$ cat config.mk
export PLATFORM = sky130hd
export DESIGN_NAME = query_param_extract_decode
export DESIGN_NICKNAME = d
export VERILOG_FILES = /design/src/design/qped_pkg.sv /design/src/design/qped_step.sv /design/src/design/qped_queue.sv /design/src/design/query_param_extract_decode.sv
export SDC_FILE = /design/constraint.sdc
export NUM_CORES = 1
export LEC_CHECK = 0
export ABC_AREA = 0
export BUFFER_PORTS_ARGS = -buffer_cell sky130_fd_sc_hd__buf_2
export CAP_MARGIN = 20
export CORE_MARGIN = 8
export CORE_UTILIZATION = 30
export CTS_BUF_LIST = sky130_fd_sc_hd__clkbuf_4 sky130_fd_sc_hd__clkbuf_8
export CTS_CLUSTER_DIAMETER = 120
export DETAILED_ROUTE_END_ITERATION = 8
export GPL_TIMING_DRIVEN = 0
export PLACE_DENSITY = 0.43
export RECOVER_POWER = 50
export REMOVE_ABC_BUFFERS = 1
export SLEW_MARGIN = 20
export SYNTH_ARGS = -nofsm -noshare
export SYNTH_HDL_FRONTEND = slang
export SYNTH_HIERARCHICAL = 1
export SYNTH_SLANG_ARGS = --single-unit
$ cat constraint.sdc
create_clock -name i_clk -period 10.3 [get_ports i_clk]
set_input_delay 2.06 -clock i_clk [delete_from_list [all_inputs] [get_ports i_clk]]
set_output_delay 2.06 -clock i_clk [all_outputs]
set_load 0.01 [all_outputs]
$ cat src/design/qped_pkg.sv
// shared types, constants and helpers of the query parameter extractor
// no dependencies
package qped_pkg;

    localparam int KEY_BYTES_DEF = 8;
    localparam int CFG_W         = 64;
    localparam int MAX_RES       = 4;
    localparam int QUEUE_DEPTH   = 8;
    localparam int QPTR_W        = $clog2(QUEUE_DEPTH);
    localparam int QCNT_W        = $clog2(QUEUE_DEPTH + 1);
    localparam int NRES_W        = $clog2(MAX_RES + 1);

    // register indexes
    localparam logic [1:0] CFG_KEY_BYTES  = 2'd0;
    localparam logic [1:0] CFG_KEY_LENGTH = 2'd1;
    localparam logic [1:0] CFG_BUF_SIZE   = 2'd2;

    // reset values of the registers
    localparam logic [7:0]  KEY_RST     = 8'd99;
    localparam logic [3:0]  KEYLEN_RST  = 4'd1;
    localparam logic [15:0] BUFSIZE_RST = 16'd2048;

    // characters
    localparam logic [7:0] CH_QMARK = 8'h3F;
    localparam logic [7:0] CH_EQ    = 8'h3D;
    localparam logic [7:0] CH_AMP   = 8'h26;
    localparam logic [7:0] CH_SPACE = 8'h20;
    localparam logic [7:0] CH_PLUS  = 8'h2B;
    localparam logic [7:0] CH_PCT   = 8'h25;

    typedef enum logic [1:0] {
        ST_FOUND     = 2'd0,
        ST_NOT_FOUND = 2'd1,
        ST_TOO_LONG  = 2'd2
    } t_status;

    typedef enum logic [2:0] {
        PH_BEFORE_Q = 3'd0,
        PH_MATCH    = 3'd1,
        PH_SKIP     = 3'd2,
        PH_VALUE    = 3'd3,
        PH_DONE     = 3'd4
    } t_phase;

    typedef struct packed {
        t_phase      phase;
        logic [3:0]  kpos;
        logic [1:0]  pcnt;
        logic [7:0]  phex;
        logic [15:0] raw;
        t_status     status;
    } t_path_state;

    typedef struct packed {
        logic       kind;
        logic [7:0] data;
        t_status    status;
        logic       last;
    } t_res;

    localparam t_path_state PATH_CLEAR = '{
        phase: PH_BEFORE_Q, kpos: 4'd0, pcnt: 2'd0, phex: 8'd0,
        raw: 16'd0, status: ST_NOT_FOUND
    };

    function automatic logic is_hex(input logic [7:0] b);
        return (b >= 8'h30 && b <= 8'h39) || (b >= 8'h61 && b <= 8'h66) ||
               (b >= 8'h41 && b <= 8'h46);
    endfunction

    function automatic logic [3:0] hex_val(input logic [7:0] b);
        logic [7:0] d;
        if (b >= 8'h30 && b <= 8'h39) begin
            d = b - 8'h30;
        end else if (b >= 8'h61 && b <= 8'h66) begin
            d = b - 8'h57;
        end else begin
            d = b - 8'h37;
        end
        return d[3:0];
    endfunction

endpackage

$ cat src/design/qped_step.sv
// per-byte path scanner and percent decoder, purely combinational
// depends on qped_pkg
module qped_step #(
    parameter int KEY_BYTES = qped_pkg::KEY_BYTES_DEF
) (
    input  qped_pkg::t_path_state      i_state,
    input  logic [7:0]                 i_byte,
    input  logic                       i_last,
    input  logic [KEY_BYTES*8-1:0]     i_key,
    input  logic [3:0]                 i_key_len,
    input  logic [15:0]                i_buf_size,
    output qped_pkg::t_path_state      o_next,
    output qped_pkg::t_res             o_res [qped_pkg::MAX_RES],
    output logic [qped_pkg::NRES_W-1:0] o_nres
);

    localparam int KIDX_W = (KEY_BYTES > 1) ? $clog2(KEY_BYTES) : 1;

    qped_pkg::t_path_state mid;
    logic [3:0]            klen;
    logic [7:0]            kc;
    logic [15:0]           raw_inc;
    logic                  b_hex;
    logic                  b_term;

    assign klen    = (i_key_len > 4'(KEY_BYTES)) ? 4'(KEY_BYTES) : i_key_len;
    assign kc      = i_key[i_state.kpos[KIDX_W-1:0]*8 +: 8];
    assign raw_inc = i_state.raw + 16'd1;
    assign b_hex   = qped_pkg::is_hex(i_byte);
    assign b_term  = (i_byte == qped_pkg::CH_AMP) || (i_byte == qped_pkg::CH_SPACE);

    // next state after this byte, before the end-of-path clear
    always_comb begin
        mid = i_state;
        unique case (i_state.phase)
            qped_pkg::PH_BEFORE_Q: begin
                if (i_byte == qped_pkg::CH_QMARK) begin
                    mid.phase = qped_pkg::PH_MATCH;
                    mid.kpos  = 4'd0;
                end
            end
            qped_pkg::PH_MATCH: begin
                if (i_byte == qped_pkg::CH_AMP) begin
                    mid.kpos = 4'd0;
                end else if (i_state.kpos < klen) begin
                    if (i_byte == kc) begin
                        mid.kpos = i_state.kpos + 4'd1;
                    end else begin
                        mid.phase = qped_pkg::PH_SKIP;
                    end
                end else if (i_byte == qped_pkg::CH_EQ) begin
                    mid.raw  = 16'd0;
                    mid.pcnt = 2'd0;
                    mid.phex = 8'd0;
                    if (i_buf_size == 16'd0) begin
                        mid.phase  = qped_pkg::PH_DONE;
                        mid.status = qped_pkg::ST_TOO_LONG;
                    end else begin
                        mid.phase  = qped_pkg::PH_VALUE;
                        mid.status = qped_pkg::ST_FOUND;
                    end
                end else begin
                    mid.phase = qped_pkg::PH_SKIP;
                end
            end
            qped_pkg::PH_SKIP: begin
                if (i_byte == qped_pkg::CH_AMP) begin
                    mid.phase = qped_pkg::PH_MATCH;
                    mid.kpos  = 4'd0;
                end
            end
            qped_pkg::PH_VALUE: begin
                if (b_term) begin
                    mid.pcnt  = 2'd0;
                    mid.phex  = 8'd0;
                    mid.phase = qped_pkg::PH_DONE;
                end else begin
                    mid.raw = raw_inc;
                    if (raw_inc >= i_buf_size) begin
                        mid.pcnt   = 2'd0;
                        mid.phex   = 8'd0;
                        mid.phase  = qped_pkg::PH_DONE;
                        mid.status = qped_pkg::ST_TOO_LONG;
                    end else if (i_state.pcnt == 2'd1 && b_hex) begin
                        mid.pcnt = 2'd2;
                        mid.phex = i_byte;
                    end else if (i_byte == qped_pkg::CH_PCT &&
                                 !(i_state.pcnt == 2'd2 && b_hex)) begin
                        mid.pcnt = 2'd1;
                        mid.phex = 8'd0;
                    end else begin
                        mid.pcnt = 2'd0;
                        mid.phex = 8'd0;
                    end
                end
            end
            qped_pkg::PH_DONE: begin
                mid = i_state;
            end
            default: begin
                mid = i_state;
            end
        endcase
        o_next = i_last ? qped_pkg::PATH_CLEAR : mid;
    end

    // results caused by this byte, in order
    always_comb begin
        logic [qped_pkg::NRES_W-1:0] n;
        qped_pkg::t_res              vb;
        n  = '0;
        vb = '{kind: 1'b0, data: 8'd0, status: qped_pkg::ST_FOUND, last: 1'b0};
        for (int k = 0; k < qped_pkg::MAX_RES; k++) begin
            o_res[k] = vb;
        end
        if (i_state.phase == qped_pkg::PH_VALUE) begin
            if (b_term || raw_inc < i_buf_size) begin
                if (!b_term && i_state.pcnt == 2'd1 && b_hex) begin
                    // second char of an escape is held
                end else if (!b_term && i_state.pcnt == 2'd2 && b_hex) begin
                    o_res[n[1:0]].data = {qped_pkg::hex_val(i_state.phex),
                                          qped_pkg::hex_val(i_byte)};
                    n = n + 1'b1;
                end else begin
                    // broken escape goes out literally
                    if (i_state.pcnt != 2'd0) begin
                        o_res[n[1:0]].data = qped_pkg::CH_PCT;
                        n = n + 1'b1;
                    end
                    if (i_state.pcnt == 2'd2) begin
                        o_res[n[1:0]].data = i_state.phex;
                        n = n + 1'b1;
                    end
                    if (!b_term) begin
                        if (i_byte == qped_pkg::CH_PLUS) begin
                            o_res[n[1:0]].data = qped_pkg::CH_SPACE;
                            n = n + 1'b1;
                        end else if (i_byte != qped_pkg::CH_PCT) begin
                            o_res[n[1:0]].data = i_byte;
                            n = n + 1'b1;
                        end
                    end
                end
            end
        end
        if (i_last) begin
            if (mid.phase == qped_pkg::PH_VALUE) begin
                if (mid.pcnt != 2'd0) begin
                    o_res[n[1:0]].data = qped_pkg::CH_PCT;
                    n = n + 1'b1;
                end
                if (mid.pcnt == 2'd2) begin
                    o_res[n[1:0]].data = mid.phex;
                    n = n + 1'b1;
                end
            end
            o_res[n[1:0]] = '{kind: 1'b1, data: 8'd0, status: mid.status, last: 1'b1};
            n = n + 1'b1;
        end
        o_nres = n;
    end

endmodule

$ cat src/design/qped_queue.sv
// result queue: takes up to four results per cycle, hands out one per cycle while i_ready is high
// depends on qped_pkg
module qped_queue (
    input  logic                         i_clk,
    input  logic                         i_rst_n,
    input  qped_pkg::t_res               i_res [qped_pkg::MAX_RES],
    input  logic [qped_pkg::NRES_W-1:0]  i_npush,
    output logic                         o_room,
    output logic                         o_valid,
    input  logic                         i_ready,
    output qped_pkg::t_res               o_res
);

    qped_pkg::t_res              r_mem [qped_pkg::QUEUE_DEPTH];
    logic [qped_pkg::QPTR_W-1:0] r_wr;
    logic [qped_pkg::QPTR_W-1:0] r_rd;
    logic [qped_pkg::QCNT_W-1:0] r_count;
    logic [qped_pkg::QCNT_W-1:0] n_count;
    logic                        pop;

    assign o_valid = (r_count != '0);
    assign o_res   = r_mem[r_rd];
    assign pop     = o_valid && i_ready;
    assign o_room  = r_count <= qped_pkg::QCNT_W'(qped_pkg::QUEUE_DEPTH - qped_pkg::MAX_RES);
    assign n_count = r_count + qped_pkg::QCNT_W'(i_npush) - qped_pkg::QCNT_W'(pop);

    always_ff @(posedge i_clk) begin
        if (!i_rst_n) begin
            r_wr    <= '0;
            r_rd    <= '0;
            r_count <= '0;
        end else begin
            r_wr    <= r_wr + qped_pkg::QPTR_W'(i_npush);
            r_rd    <= r_rd + qped_pkg::QPTR_W'(pop);
            r_count <= n_count;
        end
    end

    always_ff @(posedge i_clk) begin
        for (int k = 0; k < qped_pkg::MAX_RES; k++) begin
            if (qped_pkg::NRES_W'(k) < i_npush) begin
                r_mem[r_wr + qped_pkg::QPTR_W'(k)] <= i_res[k];
            end
        end
    end

endmodule

$ cat src/design/query_param_extract_decode.sv
// top level of the query parameter extractor with streaming percent decode
// depends on qped_pkg, qped_step and qped_queue
//
//  channel   | direction | payload                                   | accepted when
//  ----------+-----------+-------------------------------------------+-------------------------
//  s (path)  | in        | tdata: path_byte, tlast: path_last        | i_s_tvalid & o_s_tready
//  m (value) | out       | tdata: out_byte, status; tuser: item_kind;| o_m_tvalid & i_m_tready
//            |           | tlast: out_last                           |
//  cfg       | in        | idx: register index, data: value          | i_cfg_we
//
//  one path byte is taken per cycle while the queue has room; the scan state updates in the
//  same cycle and the results of that byte land in an eight-entry result queue, drained one
//  per cycle while i_m_tready is high; a byte is taken only while the queue has room for four
//  results, so a byte that flushes a broken escape (up to four results) costs extra output cycles
//  reset is synchronous: path state cleared, registers to defaults, queue empty
//  a stalled output does not block input until the queue fills to five entries
module query_param_extract_decode #(
    parameter int KEY_BYTES = qped_pkg::KEY_BYTES_DEF
) (
    input  logic                        i_clk,
    input  logic                        i_rst_n,
    // path input stream
    input  logic                        i_s_tvalid,
    output logic                        o_s_tready,
    input  logic [7:0]                  i_s_tdata,   // [7:0] path_byte
    input  logic                        i_s_tlast,
    // result stream
    output logic                        o_m_tvalid,
    input  logic                        i_m_tready,
    output logic [15:0]                 o_m_tdata,   // [7:0] out_byte, [9:8] status
    output logic                        o_m_tuser,   // [0] item_kind
    output logic                        o_m_tlast,
    // configuration writes
    input  logic                        i_cfg_we,
    input  logic [1:0]                  i_cfg_idx,
    input  logic [qped_pkg::CFG_W-1:0]  i_cfg_data
);

    // configuration registers
    logic [KEY_BYTES*8-1:0] r_key;
    logic [3:0]             r_key_len;
    logic [15:0]            r_buf_size;

    // scan state of the current path
    qped_pkg::t_path_state  r_state;
    qped_pkg::t_path_state  n_state;

    qped_pkg::t_res              step_res [qped_pkg::MAX_RES];
    logic [qped_pkg::NRES_W-1:0] step_nres;
    logic [qped_pkg::NRES_W-1:0] push_n;
    logic                        in_xfer;
    qped_pkg::t_res              head;

    assign in_xfer = i_s_tvalid && o_s_tready;
    assign push_n  = in_xfer ? step_nres : '0;

    always_ff @(posedge i_clk) begin
        if (!i_rst_n) begin
            r_key      <= (KEY_BYTES*8)'(qped_pkg::KEY_RST);
            r_key_len  <= qped_pkg::KEYLEN_RST;
            r_buf_size <= qped_pkg::BUFSIZE_RST;
        end else if (i_cfg_we) begin
            unique case (i_cfg_idx)
                qped_pkg::CFG_KEY_BYTES:  r_key      <= i_cfg_data[KEY_BYTES*8-1:0];
                qped_pkg::CFG_KEY_LENGTH: r_key_len  <= i_cfg_data[3:0];
                qped_pkg::CFG_BUF_SIZE:   r_buf_size <= i_cfg_data[15:0];
                default: begin
                    // index beyond the register list is dropped
                end
            endcase
        end
    end

    // state advances only on an input transfer
    always_ff @(posedge i_clk) begin
        if (!i_rst_n) begin
            r_state <= qped_pkg::PATH_CLEAR;
        end else if (in_xfer) begin
            r_state <= n_state;
        end
    end

    qped_step #(
        .KEY_BYTES (KEY_BYTES)
    ) u_step (
        .i_state    (r_state),
        .i_byte     (i_s_tdata),
        .i_last     (i_s_tlast),
        .i_key      (r_key),
        .i_key_len  (r_key_len),
        .i_buf_size (r_buf_size),
        .o_next     (n_state),
        .o_res      (step_res),
        .o_nres     (step_nres)
    );

    // results wait here so the input keeps moving while the output stalls
    qped_queue u_queue (
        .i_clk   (i_clk),
        .i_rst_n (i_rst_n),
        .i_res   (step_res),
        .i_npush (push_n),
        .o_room  (o_s_tready),
        .o_valid (o_m_tvalid),
        .i_ready (i_m_tready),
        .o_res   (head)
    );

    assign o_m_tdata = {6'd0, head.status, head.data};
    assign o_m_tuser = head.kind;
    assign o_m_tlast = head.last;

endmodule

# Word-level counts from Yosys, hierarchy flattened
# Memory sizes are Yosys's and may differ from the RTL's. A register that Yosys moved wholly into a read port is not among the register bits.
# Index checks and enable logic that the tools add are counted.
# totals
ff_bits	129
latch_bits	0
mem_bits_rw	96
romBits	0
input_bits	80
output_inout_bits	20
elab_cells	238
memories	1
# classes
addsub	20
mul	0
div	0
order_cmp	29
eq_ne	25
shift	1
n_mux	107
bitwise_logic	5
n_reduce_logical	38
# mem_list
memory	depth	word_bits	read_ports	rd_clocked_by_memory_dff	write_ports	line	text
u_queue.r_mem	8	12	1	1	4	qped_queue.sv:14	qped_pkg::t_res r_mem [qped_pkg::QUEUE_DEPTH];
# op_table
op	count
$mux W48	18
$bwmux W48	6
$demux W12 S2	5
$mux W3	32
$mux W28	3
$shiftx A64 B7 Y8	1
$pmux W28 S2	1
$eq A8 B6 Y1 const B	6
$mux W11	4
$mux W8	5
$mux W39	1
$mux W35	1
$mux W4	8
$mux W10	3
$ge A8 B7 Y1 const B	3
$le A8 B7 Y1 const B	3
$logic_and A1 B1 Y1	19
$add A3 B1 Y3 const B	6
$mux W18	1
$add A16 B1 Y16 const B	1
$ge A16 B16 Y1	1
$ge A8 B6 Y1 const B	2
$le A8 B6 Y1 const B	2
$logic_not A16 Y1	1
43 further kinds	92

# Longest topological paths before layout
# Gate-level depths: netlist of run 1.
# logic_depth
word_depth	38
depth_mapped	36
ltp_nobuf	33

# Hierarchy
# Netlist of run 1, hierarchy kept.
# modules_own_cells
module	instances	cells_each	area_per_inst_um2	seq_area_each_um2
qped_queue	1	641	7119.3	3083.0
query_param_extract_decode	1	520	4951.0	2382.3
qped_step	1	566	3975.1	0.0

# Worst setup path after synthesis of run 1
# No wires, ideal clock.
# synth_path
path_kind	input to register
from	input port i_s_tdata[1]
to	memory u_queue/r_mem[6][0] in the netlist's numbering, enable pin
setup_time_ns	0.425
arrival_ns	7.857
required_ns	9.875
setup_slack_ns	2.017
path_stages	23
n_path_buf	1
path_cell_list	inv_1 > ha_1 > nor4b_1 > and4b_1 > a221oi_2 > or3b_1 > o211a_1 > nor3b_2 > inv_1 > ha_1 > nand2_1 > o21ai_0 > ha_1 > nor2_1 > a21boi_1 > o21ai_0 > ha_1 > xor2_1 > and2_1 > and3_1 > buf_2 > nor3_1 > o311ai_0
# synth_rtl
element	line	text
start, declared	query_param_extract_decode.sv:25	input logic [7:0] i_s_tdata,
end, declared	qped_queue.sv:14	

==> results of run 1 <==
[path summary, 6_finish.rpt]
kind | start | endpoint | slack, ns | depth (start not counted)
hold / removal | r_key[19] | r_key[19] | 0.45 | 2
setup / recovery | i_s_tdata[1] | u_queue/r_mem[2][2] | 0.64 | 25
hold reg to reg | r_key[19] | r_key[19] | 0.45 | 2
setup reg to reg | r_state[2] | u_queue/r_mem[2][2] | 0.64 | 29
[area by class of cell]
class	count	area (sq um)	area share (%)
well taps	688	861	4.90
repair buffers	107	652	3.71
diodes	1	2.50	0.0142
inverters	55	206	1.17
clock inverters	11	85.1	0.484
flip-flops and latches	225	5470	31.1
clock buffers	65	801	4.56
multi-input cells	1275	9500	54.1
[synth_stat cells, drive strengths merged (7+ instances only)]
library cell / number / area, sq um
dfxtp: 129 / 2580
o22ai: 95 / 594
mux4: 36 / 811
ha: 53 / 663
o21ai: 34 / 174
mux2i: 186 / 1860
and3: 52 / 325
xor2: 15 / 139
inv: 55 / 206
a22o: 11 / 96.3
a221oi: 7 / 67.6
nor2: 62 / 248
edfxtp: 96 / 2880
nor3: 11 / 76.3
a21boi: 40 / 304
nand2: 205 / 777
nand4: 14 / 100
clkbuf: 83 / 313
xnor2: 24 / 210
nand2b: 8 / 50.1
nand3: 38 / 195
a211oi: 7 / 52.6
a22oi: 22 / 170
or3: 7 / 58.8
a21oi: 129 / 713
a21o: 11 / 82.6
and2: 31 / 204
o21a: 37 / 278
nor2b: 21 / 131
o211ai: 7 / 52.6
mux2: 19 / 214
nand3b: 16 / 120
buf: 94 / 604
[registers in the layout, summed over array words and instances (netlist names)]
register,flops
r_buf_size,16
r_key,64
r_key_len,4
r_state,35
u_queue/r_count,4
u_queue/r_mem,96
u_queue/r_rd,3
u_queue/r_wr,3
[worst reg2reg max path, delay by kind of cell, from the launching register on]
| kind | cells | cell delay [ns] |
|---|---|---|
| simple gates | 15 | 4.83 |
| buf+inv | 1 | 0.17 |
| xor+xnor | 2 | 0.36 |
| flops | 1 | 0.42 |
| fa+ha+maj | 4 | 1.37 |
| compound gates | 7 | 2.04 |
[logic make-up after synthesis]
family	Yosys count
flip-flops	225
adder cells (fa/ha/maj)	56
multiplexers	241
XOR/XNOR	39
buffers and inverters	232
other	2
AND/OR/NAND/NOR	500
AO/OA/AOI/OAI	432
[metal layers]
| layer | global-route usage, % | up-vias | part of all wire, % |
|---|---|---|---|
| met5 | 0 | - | 0 |
| met4 | 6.06 | 0 | 3.1 |
| met3 | 3.55 | 108 | 7.1 |
| met2 | 26.4 | 482 | 43 |
| met1 | 24.4 | 6463 | 47 |
| li1 | - | 6266 | - |
[power groups by stage]
stage / sequential, uW / clock, uW / combinational [uW]
floorplan: 1010 / 0 / 236
global placement: 1040 / 0 / 372
detailed placement: 1010 / 0 / 435
CTS: 996 / 964 / 436
global route: 999 / 1000 / 465
finish: 993 / 925 / 420
[through the flow]
stage	power, uW	setup WS (ns)	hold WS (ns)	std cells
floorplan	1250	1.99	0.432	1555
global placement	1410	-0.958	0.440	2336
detailed placement	1450	-0.105	0.445	2350
CTS	2400	0.418	0.458	2426
global route	2470	-0.0615	0.465	2427
finish	2340	0.637	0.451	2427
==> run_summary.xml, run 1 <==
<?xml version="1.0" encoding="UTF-8"?>
<metrics>
  <group name="outcome">
    <metric name="status" unit="">finished with violations</metric>
    <metric name="failed_checks" unit="">max-capacitance violations, max-slew violations</metric>
  </group>
  <group name="setup_path">
    <metric name="worst_path_largest_cell_delay" unit="ns">0.76</metric>
    <metric name="endpoint_arrival_time_on_the_critical_path" unit="ns">9.79</metric>
    <metric name="critPathSlowestCell" unit="">sky130_fd_sc_hd__and2_1</metric>
    <metric name="timing.setup.critical_path_class" unit="">input port to flip-flop</metric>
    <metric name="crit_path_start_kind" unit="">input port</metric>
    <metric name="setup.worst_path.end_class" unit="">flip-flop</metric>
    <metric name="critPathBufInv" unit="">3</metric>
    <metric name="worst-endpoint-required" unit="ns">10.43</metric>
    <metric name="cp_common_cell" unit="">sky130_fd_sc_hd__ha_1</metric>
    <metric name="crit_path_max_fo" unit="">13</metric>
    <metric name="cpLargestDelayFamily" unit="">simple AND/OR/NAND/NOR gates</metric>
  </group>
  <group name="placement">
    <metric name="finalWeightedCongestion" unit="">0.848</metric>
    <metric name="dpl.hpwl" unit="mm">36.7</metric>
    <metric name="buffer_ports.inserted" unit="">93</metric>
    <metric name="dpl_cell_area" unit="sq um">16800</metric>
  </group>
  <group name="layout">
    <metric name="flow.area_growth_from_synthesis" unit="%">9.54</metric>
    <metric name="proportion_of_layout_cells_with_a_drive_suffix_above_1" unit="%">16.4</metric>
    <metric name="mostFrequentLayoutCell" unit="">sky130_fd_sc_hd__nand2_1</metric>
    <metric name="final.fill_count" unit="">5604</metric>
    <metric name="layout_common_cells" unit="">204 x sky130_fd_sc_hd__nand2_1, 186 x sky130_fd_sc_hd__mux2i_1, 127 x sky130_fd_sc_hd__dfxtp_1</metric>
    <metric name="final_core_util" unit="%">33.3</metric>
    <metric name="layout.nets" unit="">1842</metric>
    <metric name="design_area" unit="sq um">17600</metric>
  </group>
  <group name="logic_synthesis">
    <metric name="seq_total_area_yosys" unit="%">34.1</metric>
    <metric name="synth_top_family_by_area" unit="">compound AO/OA/AOI/OAI gates</metric>
    <metric name="ys_ff_latch" unit="">225</metric>
    <metric name="synthesis.area_per_instance" unit="sq um">9.29</metric>
    <metric name="syn_inst" unit="">1727</metric>
    <metric name="synthesized_cell_area" unit="sq um">16000</metric>
    <metric name="async_reset_ff_share" unit="%">0</metric>
    <metric name="synth_edf_count" unit="">96</metric>
    <metric name="synth-compound-area-share" unit="%">18.1</metric>
    <metric name="yosys-mux-area-fraction" unit="%">18.0</metric>
    <metric name="synth_top_flop_cell" unit="">sky130_fd_sc_hd__dfxtp_1</metric>
    <metric name="synth-simple-area-share" unit="%">16.2</metric>
    <metric name="synthAdderAreaFrac" unit="%">4.44</metric>
    <metric name="synth.lib_cells_used.distinct" unit="">91</metric>
    <metric name="synthesis.yosys.warnings" unit="">6</metric>
    <metric name="synthXorXnorAreaFrac" unit="%">2.18</metric>
  </group>
  <group name="detailed_routing">
    <metric name="antenna_violating_nets_post_route" unit="">0</metric>
    <metric name="routed_vias" unit="">13300</metric>
    <metric name="drt_pre_antenna_iters" unit="">5</metric>
    <metric name="routedWlPerCell" unit="um">22.2</metric>
    <metric name="vias_per_cell" unit="">5.49</metric>
    <metric name="detail_route.wirelength" unit="mm">53.9</metric>
    <metric name="drc" unit="">0</metric>
    <metric name="iter_0_drt_violations" unit="">1113</metric>
  </group>
  <group name="timing">
    <metric name="hold_fails_final_rpt" unit="">0</metric>
    <metric name="layout_min_cycle_time" unit="ns">9.66</metric>
    <metric name="fmax" unit="MHz">103</metric>
    <metric name="timing.final.setup_violations" unit="">0</metric>
    <metric name="timing.final.max_slew_violations" unit="">213</metric>
    <metric name="fin_tns_setup" unit="ns">0</metric>
    <metric name="clock_skew" unit="ns">0.0185</metric>
    <metric name="worst_pin_slew" unit="ns">4.96</metric>
    <metric name="timing.max_slew.rel_slack" unit="%">-231</metric>
    <metric name="rsz0062_at_grt" unit="">yes</metric>
    <metric name="period_share" unit="%">93.8</metric>
  </group>
  <group name="pwr">
    <metric name="worst_ir_drop_vdd" unit="mV">0.0653</metric>
    <metric name="total_switching_power" unit="uW">674</metric>
    <metric name="leakagePower" unit="uW">0.00712</metric>
    <metric name="power_frac_seq" unit="%">42.5</metric>
    <metric name="power_frac_comb" unit="%">17.9</metric>
    <metric name="clkPwrFrac" unit="%">39.6</metric>
    <metric name="power.density" unit="nW/um^2">133</metric>
    <metric name="switching_share" unit="%">28.8</metric>
    <metric name="internal_power" unit="uW">1660</metric>
  </group>
  <group name="global_routing">
    <metric name="number_of_global_route_vias_before_repair" unit="">13300</metric>
    <metric name="grt_max_degree" unit="">127</metric>
    <metric name="grt_pass1_wl" unit="mm">82.6</metric>
    <metric name="grt_antenna_before_repair" unit="">1</metric>
    <metric name="grtUsageTotal" unit="%">17.5</metric>
    <metric name="globalRouteOverflowTotal" unit="">0</metric>
  </group>
  <group name="clock_network">
    <metric name="cts_root_buf" unit="">sky130_fd_sc_hd__clkbuf_8</metric>
    <metric name="clock_latency_on_the_worst_skew_pair" unit="ns">0.61</metric>
    <metric name="ctsLongestPathBuffers" unit="">3</metric>
    <metric name="clock-sinks" unit="">225</metric>
    <metric name="cts_inserted_buffers" unit="">43</metric>
    <metric name="cts_resized" unit="">0</metric>
    <metric name="hold_buffers_post_cts" unit="">0</metric>
    <metric name="cts_setup_buffers" unit="">0</metric>
    <metric name="cts_max_level" unit="">2</metric>
    <metric name="clock_tree_from_tritoncts" unit="">built</metric>
    <metric name="path_clk_slew" unit="ns">0.06</metric>
  </group>
  <group name="floorplanning">
    <metric name="floorplan.initialDensity" unit="%">30.4</metric>
    <metric name="die-width" unit="um">247</metric>
    <metric name="fp.dieH" unit="um">247</metric>
    <metric name="dieArea" unit="sq um">61100</metric>
    <metric name="design.core.area" unit="sq um">52800</metric>
    <metric name="boundaryPins" unit="">100</metric>
    <metric name="row_count" unit="">84</metric>
  </group>
  <group name="job">
    <metric name="maxCapViolCount" unit="">3</metric>
  </group>
  <group name="hold_path">
    <metric name="timing.hold.worst.class" unit="">flip-flop to flip-flop</metric>
  </group>
</metrics>
Power figures use the tool's default switching activity.
==> inputs of run 2 (changes only) <==
Settings changed: CORE_ASPECT_RATIO set to 2.
==> run 2 against run 1 <==
  * The run still ends with max-capacitance violations, max-slew violations left
  * Via count decreased by 1.3%
  * Cell area about the same
  * Setup slack got worse by 0.014 ns
  * First-iteration DRC count decreased by 17%
  * Global-route usage decreased by 0.48 points
  * Routed wire length about the same
  * Count of clock-buffer cells in the layout decreased by 9
  * Non-clock buffer count increased by 2
  * Combinational power decreased by 3%
  * Final cell count decreased by 0.82%
  * Flip-flop and latch count unchanged
  * Hold slack improved by 0.0038 ns
  * Critical endpoint is now u_queue/r_mem[2][6]
  * Highest routed layer unchanged
==> run_summary.xml, run 2 (synthesized netlist as in run 1, its figures left out) <==
<?xml version="1.0" encoding="UTF-8"?>
<metrics>
  <group name="clock_network">
    <metric name="cts_max_level" unit="">2</metric>
    <metric name="ctsLongestPathBuffers" unit="">3</metric>
    <metric name="clock_tree_from_tritoncts" unit="">built</metric>
    <metric name="cts_resized" unit="">0</metric>
    <metric name="cts_inserted_buffers" unit="">39</metric>
    <metric name="clock_latency_on_the_worst_skew_pair" unit="ns">0.57</metric>
    <metric name="hold_buffers_post_cts" unit="">0</metric>
    <metric name="clock-sinks" unit="">225</metric>
    <metric name="cts_setup_buffers" unit="">0</metric>
    <metric name="path_clk_slew" unit="ns">0.06</metric>
    <metric name="cts_root_buf" unit="">sky130_fd_sc_hd__clkbuf_8</metric>
  </group>
  <group name="floorplanning">
    <metric name="design.core.area" unit="sq um">53200</metric>
    <metric name="dieArea" unit="sq um">61600</metric>
    <metric name="floorplan.initialDensity" unit="%">30.2</metric>
    <metric name="die-width" unit="um">180</metric>
    <metric name="row_count" unit="">120</metric>
    <metric name="boundaryPins" unit="">100</metric>
    <metric name="fp.dieH" unit="um">343</metric>
  </group>
  <group name="pwr">
    <metric name="leakagePower" unit="uW">0.00712</metric>
    <metric name="worst_ir_drop_vdd" unit="mV">0.0808</metric>
    <metric name="internal_power" unit="uW">1670</metric>
    <metric name="power_frac_seq" unit="%">42.4</metric>
    <metric name="power_frac_comb" unit="%">17.5</metric>
    <metric name="switching_share" unit="%">28.4</metric>
    <metric name="power.density" unit="nW/um^2">132</metric>
    <metric name="clkPwrFrac" unit="%">40.1</metric>
    <metric name="total_switching_power" unit="uW">661</metric>
  </group>
  <group name="setup_path">
    <metric name="timing.setup.critical_path_class" unit="">input port to flip-flop</metric>
    <metric name="rrSetupSlack" unit="ns">0.64</metric>
    <metric name="crit_path_start_kind" unit="">input port</metric>
    <metric name="worstReg2RegEnd" unit="">u_queue/r_mem[2][6]</metric>
    <metric name="crit_path_max_fo" unit="">13</metric>
    <metric name="setup.worst_path.end_class" unit="">flip-flop</metric>
    <metric name="r2r_depth" unit="">29</metric>
    <metric name="timing.rr.start" unit="">r_state[2]</metric>
    <metric name="endpoint_arrival_time_on_the_critical_path" unit="ns">9.77</metric>
    <metric name="worst-endpoint-required" unit="ns">10.40</metric>
  </group>
  <group name="timing">
    <metric name="rsz0062_at_grt" unit="">no</metric>
    <metric name="worst_slack" unit="ns">0.623</metric>
    <metric name="layout_min_cycle_time" unit="ns">9.68</metric>
    <metric name="timing.max_slew.rel_slack" unit="%">-253</metric>
    <metric name="period_share" unit="%">94.0</metric>
    <metric name="timing.final.setup_violations" unit="">0</metric>
    <metric name="clock_skew" unit="ns">0.0310</metric>
    <metric name="worst_pin_slew" unit="ns">5.29</metric>
    <metric name="hold_fails_final_rpt" unit="">0</metric>
    <metric name="timing.final.max_slew_violations" unit="">247</metric>
    <metric name="fmax" unit="MHz">103</metric>
  </group>
  <group name="layout">
    <metric name="registers.top_by_ff_count" unit="">u_queue/r_mem</metric>
    <metric name="flow.area_growth_from_synthesis" unit="%">9.50</metric>
    <metric name="layout_top_registers" unit="">u_queue/r_mem (96), r_key (64), r_state (35)</metric>
    <metric name="layout.nets" unit="">1840</metric>
    <metric name="mostFrequentLayoutCell" unit="">sky130_fd_sc_hd__nand2_1</metric>
    <metric name="layout_common_cells" unit="">204 x sky130_fd_sc_hd__nand2_1, 186 x sky130_fd_sc_hd__mux2i_1, 127 x sky130_fd_sc_hd__dfxtp_1</metric>
    <metric name="final_core_util" unit="%">33.1</metric>
    <metric name="largest_register_ff_count" unit="">96</metric>
    <metric name="proportion_of_layout_cells_with_a_drive_suffix_above_1" unit="%">16.3</metric>
    <metric name="final.fill_count" unit="">5578</metric>
  </group>
  <group name="global_routing">
    <metric name="grt_antenna_before_repair" unit="">1</metric>
    <metric name="grt_max_degree" unit="">115</metric>
    <metric name="globalRouteOverflowTotal" unit="">0</metric>
    <metric name="grtUsageTotal" unit="%">17.0</metric>
    <metric name="number_of_global_route_vias_before_repair" unit="">13100</metric>
    <metric name="grt_pass1_wl" unit="mm">82.3</metric>
  </group>
  <group name="detailed_routing">
    <metric name="detail_route.wirelength" unit="mm">53.8</metric>
    <metric name="antenna_violating_nets_post_route" unit="">0</metric>
    <metric name="drc" unit="">0</metric>
    <metric name="routed_vias" unit="">13100</metric>
    <metric name="routedWlPerCell" unit="um">22.4</metric>
    <metric name="iter_0_drt_violations" unit="">924</metric>
    <metric name="drt_pre_antenna_iters" unit="">5</metric>
    <metric name="vias_per_cell" unit="">5.46</metric>
  </group>
  <group name="outcome">
    <metric name="status" unit="">finished with violations</metric>
    <metric name="failed_checks" unit="">max-capacitance violations, max-slew violations</metric>
  </group>
  <group name="hold_path">
    <metric name="hold_path_end" unit="">r_key[63]</metric>
    <metric name="timing.hold.worst.class" unit="">flip-flop to flip-flop</metric>
    <metric name="hold-path-cell-count" unit="">2</metric>
    <metric name="worst_hold_startpoint" unit="">r_key[63]</metric>
  </group>
  <group name="placement">
    <metric name="dpl.hpwl" unit="mm">36.3</metric>
    <metric name="place_ws" unit="ns">-0.0572</metric>
    <metric name="buffer_ports.inserted" unit="">93</metric>
    <metric name="finalWeightedCongestion" unit="">0.847</metric>
  </group>
  <group name="job">
    <metric name="maxCapViolCount" unit="">4</metric>
  </group>
</metrics>
==> run 2: changes by cell type in the layout (fill, tap and decap cells not counted), sizes merged <==
cell,previous run,this run
buf,95,96
bufinv,1,3
clkbuf,77,69
clkinv,8,9
clkinvlp,1,2
==> run 2: stage by stage <==
step	hold WS [ns]	instance area (sq um)	total power, uW	cells	setup TNS, ns
2_1_floorplan	0.432	15100	1250	1555	0
3_3_place_gp	0.441	16500	1410	2319	-20.56
3_5_place_dp	0.444	16800	1440	2334	-0.660
4_1_cts	0.457	17600	2390	2405	0
5_1_grt	0.470	17600	2450	2407	0
6_report	0.455	17600	2330	2407	0
==> run 2: critical path: stages <==
cell and delay, ns:
sky130_fd_sc_hd__buf_2 0.21, sky130_fd_sc_hd__inv_1 0.16, sky130_fd_sc_hd__ha_1 0.31, sky130_fd_sc_hd__nor4b_1 0.43, sky130_fd_sc_hd__and4b_1 0.26, sky130_fd_sc_hd__a221oi_2 0.43
sky130_fd_sc_hd__or3b_1 0.25, sky130_fd_sc_hd__o211a_1 0.26, sky130_fd_sc_hd__nor3b_2 0.51, sky130_fd_sc_hd__inv_1 0.16, sky130_fd_sc_hd__ha_1 0.35, sky130_fd_sc_hd__nand2_1 0.07
sky130_fd_sc_hd__o21ai_0 0.15, sky130_fd_sc_hd__ha_1 0.33, sky130_fd_sc_hd__nor2_1 0.09, sky130_fd_sc_hd__a21boi_0 0.11, sky130_fd_sc_hd__o21ai_0 0.30, sky130_fd_sc_hd__ha_1 0.37
sky130_fd_sc_hd__xor2_1 0.10, sky130_fd_sc_hd__and2_1 0.16, sky130_fd_sc_hd__and3_1 0.30, sky130_fd_sc_hd__a21o_1 0.28, sky130_fd_sc_hd__nand3_1 0.68, sky130_fd_sc_hd__and2_1 0.79
sky130_fd_sc_hd__nand3_2 0.63
==> run 2: how the worst max path moves through the flow <==
stage	start	endpoint	slack (ns)	depth (start not counted)
6_report	i_s_tdata[1]	u_queue/r_mem[2][6]	0.62	25
2_1_floorplan	i_s_tdata[1]	u_queue/r_mem[6][0]	1.99	22
3_5_place_dp	i_s_tdata[1]	u_queue/r_mem[2][9]	-0.06	25
4_1_cts	r_state[2]	u_queue/r_mem[2][0]	0.38	29
3_3_place_gp	i_s_tdata[1]	u_queue/r_mem[6][5]	-1.41	23
5_1_grt	r_state[2]	u_queue/r_mem[2][6]	0.03	29
==> run 2: power by group through the flow <==
| stage | combinational [uW] | clock [uW] | sequential [uW] |
|---|---|---|---|
| after detailed placement | 429 | 0 | 1010 |
| final | 407 | 933 | 985 |
| after floorplan | 236 | 0 | 1010 |
| after global routing | 453 | 1010 | 990 |
| after global placement | 377 | 0 | 1040 |
| after CTS | 431 | 973 | 988 |
==> run 2: area by class of cell <==
type	instances	area [sq um]	area share (%)
inverter	55	206	1.18
timing repair buffer	109	653	3.72
clock inverter	15	156	0.890
antenna	1	2.50	0.0142
clock buffer	56	733	4.17
sequential	225	5470	31.1
tap	671	840	4.78
multi-input combinational	1275	9510	54.1
==> run 2: per-layer routing <==
layer	part of all wire [%]	global-route usage [%]	up-vias	wire length, um
met5	0	0	-	0
met4	3.2	6.66	0	1730
met3	6.1	2.58	102	3260
met2	46	27.3	463	24500
met1	45	22.6	6303	24300
li1	-	-	6274	-
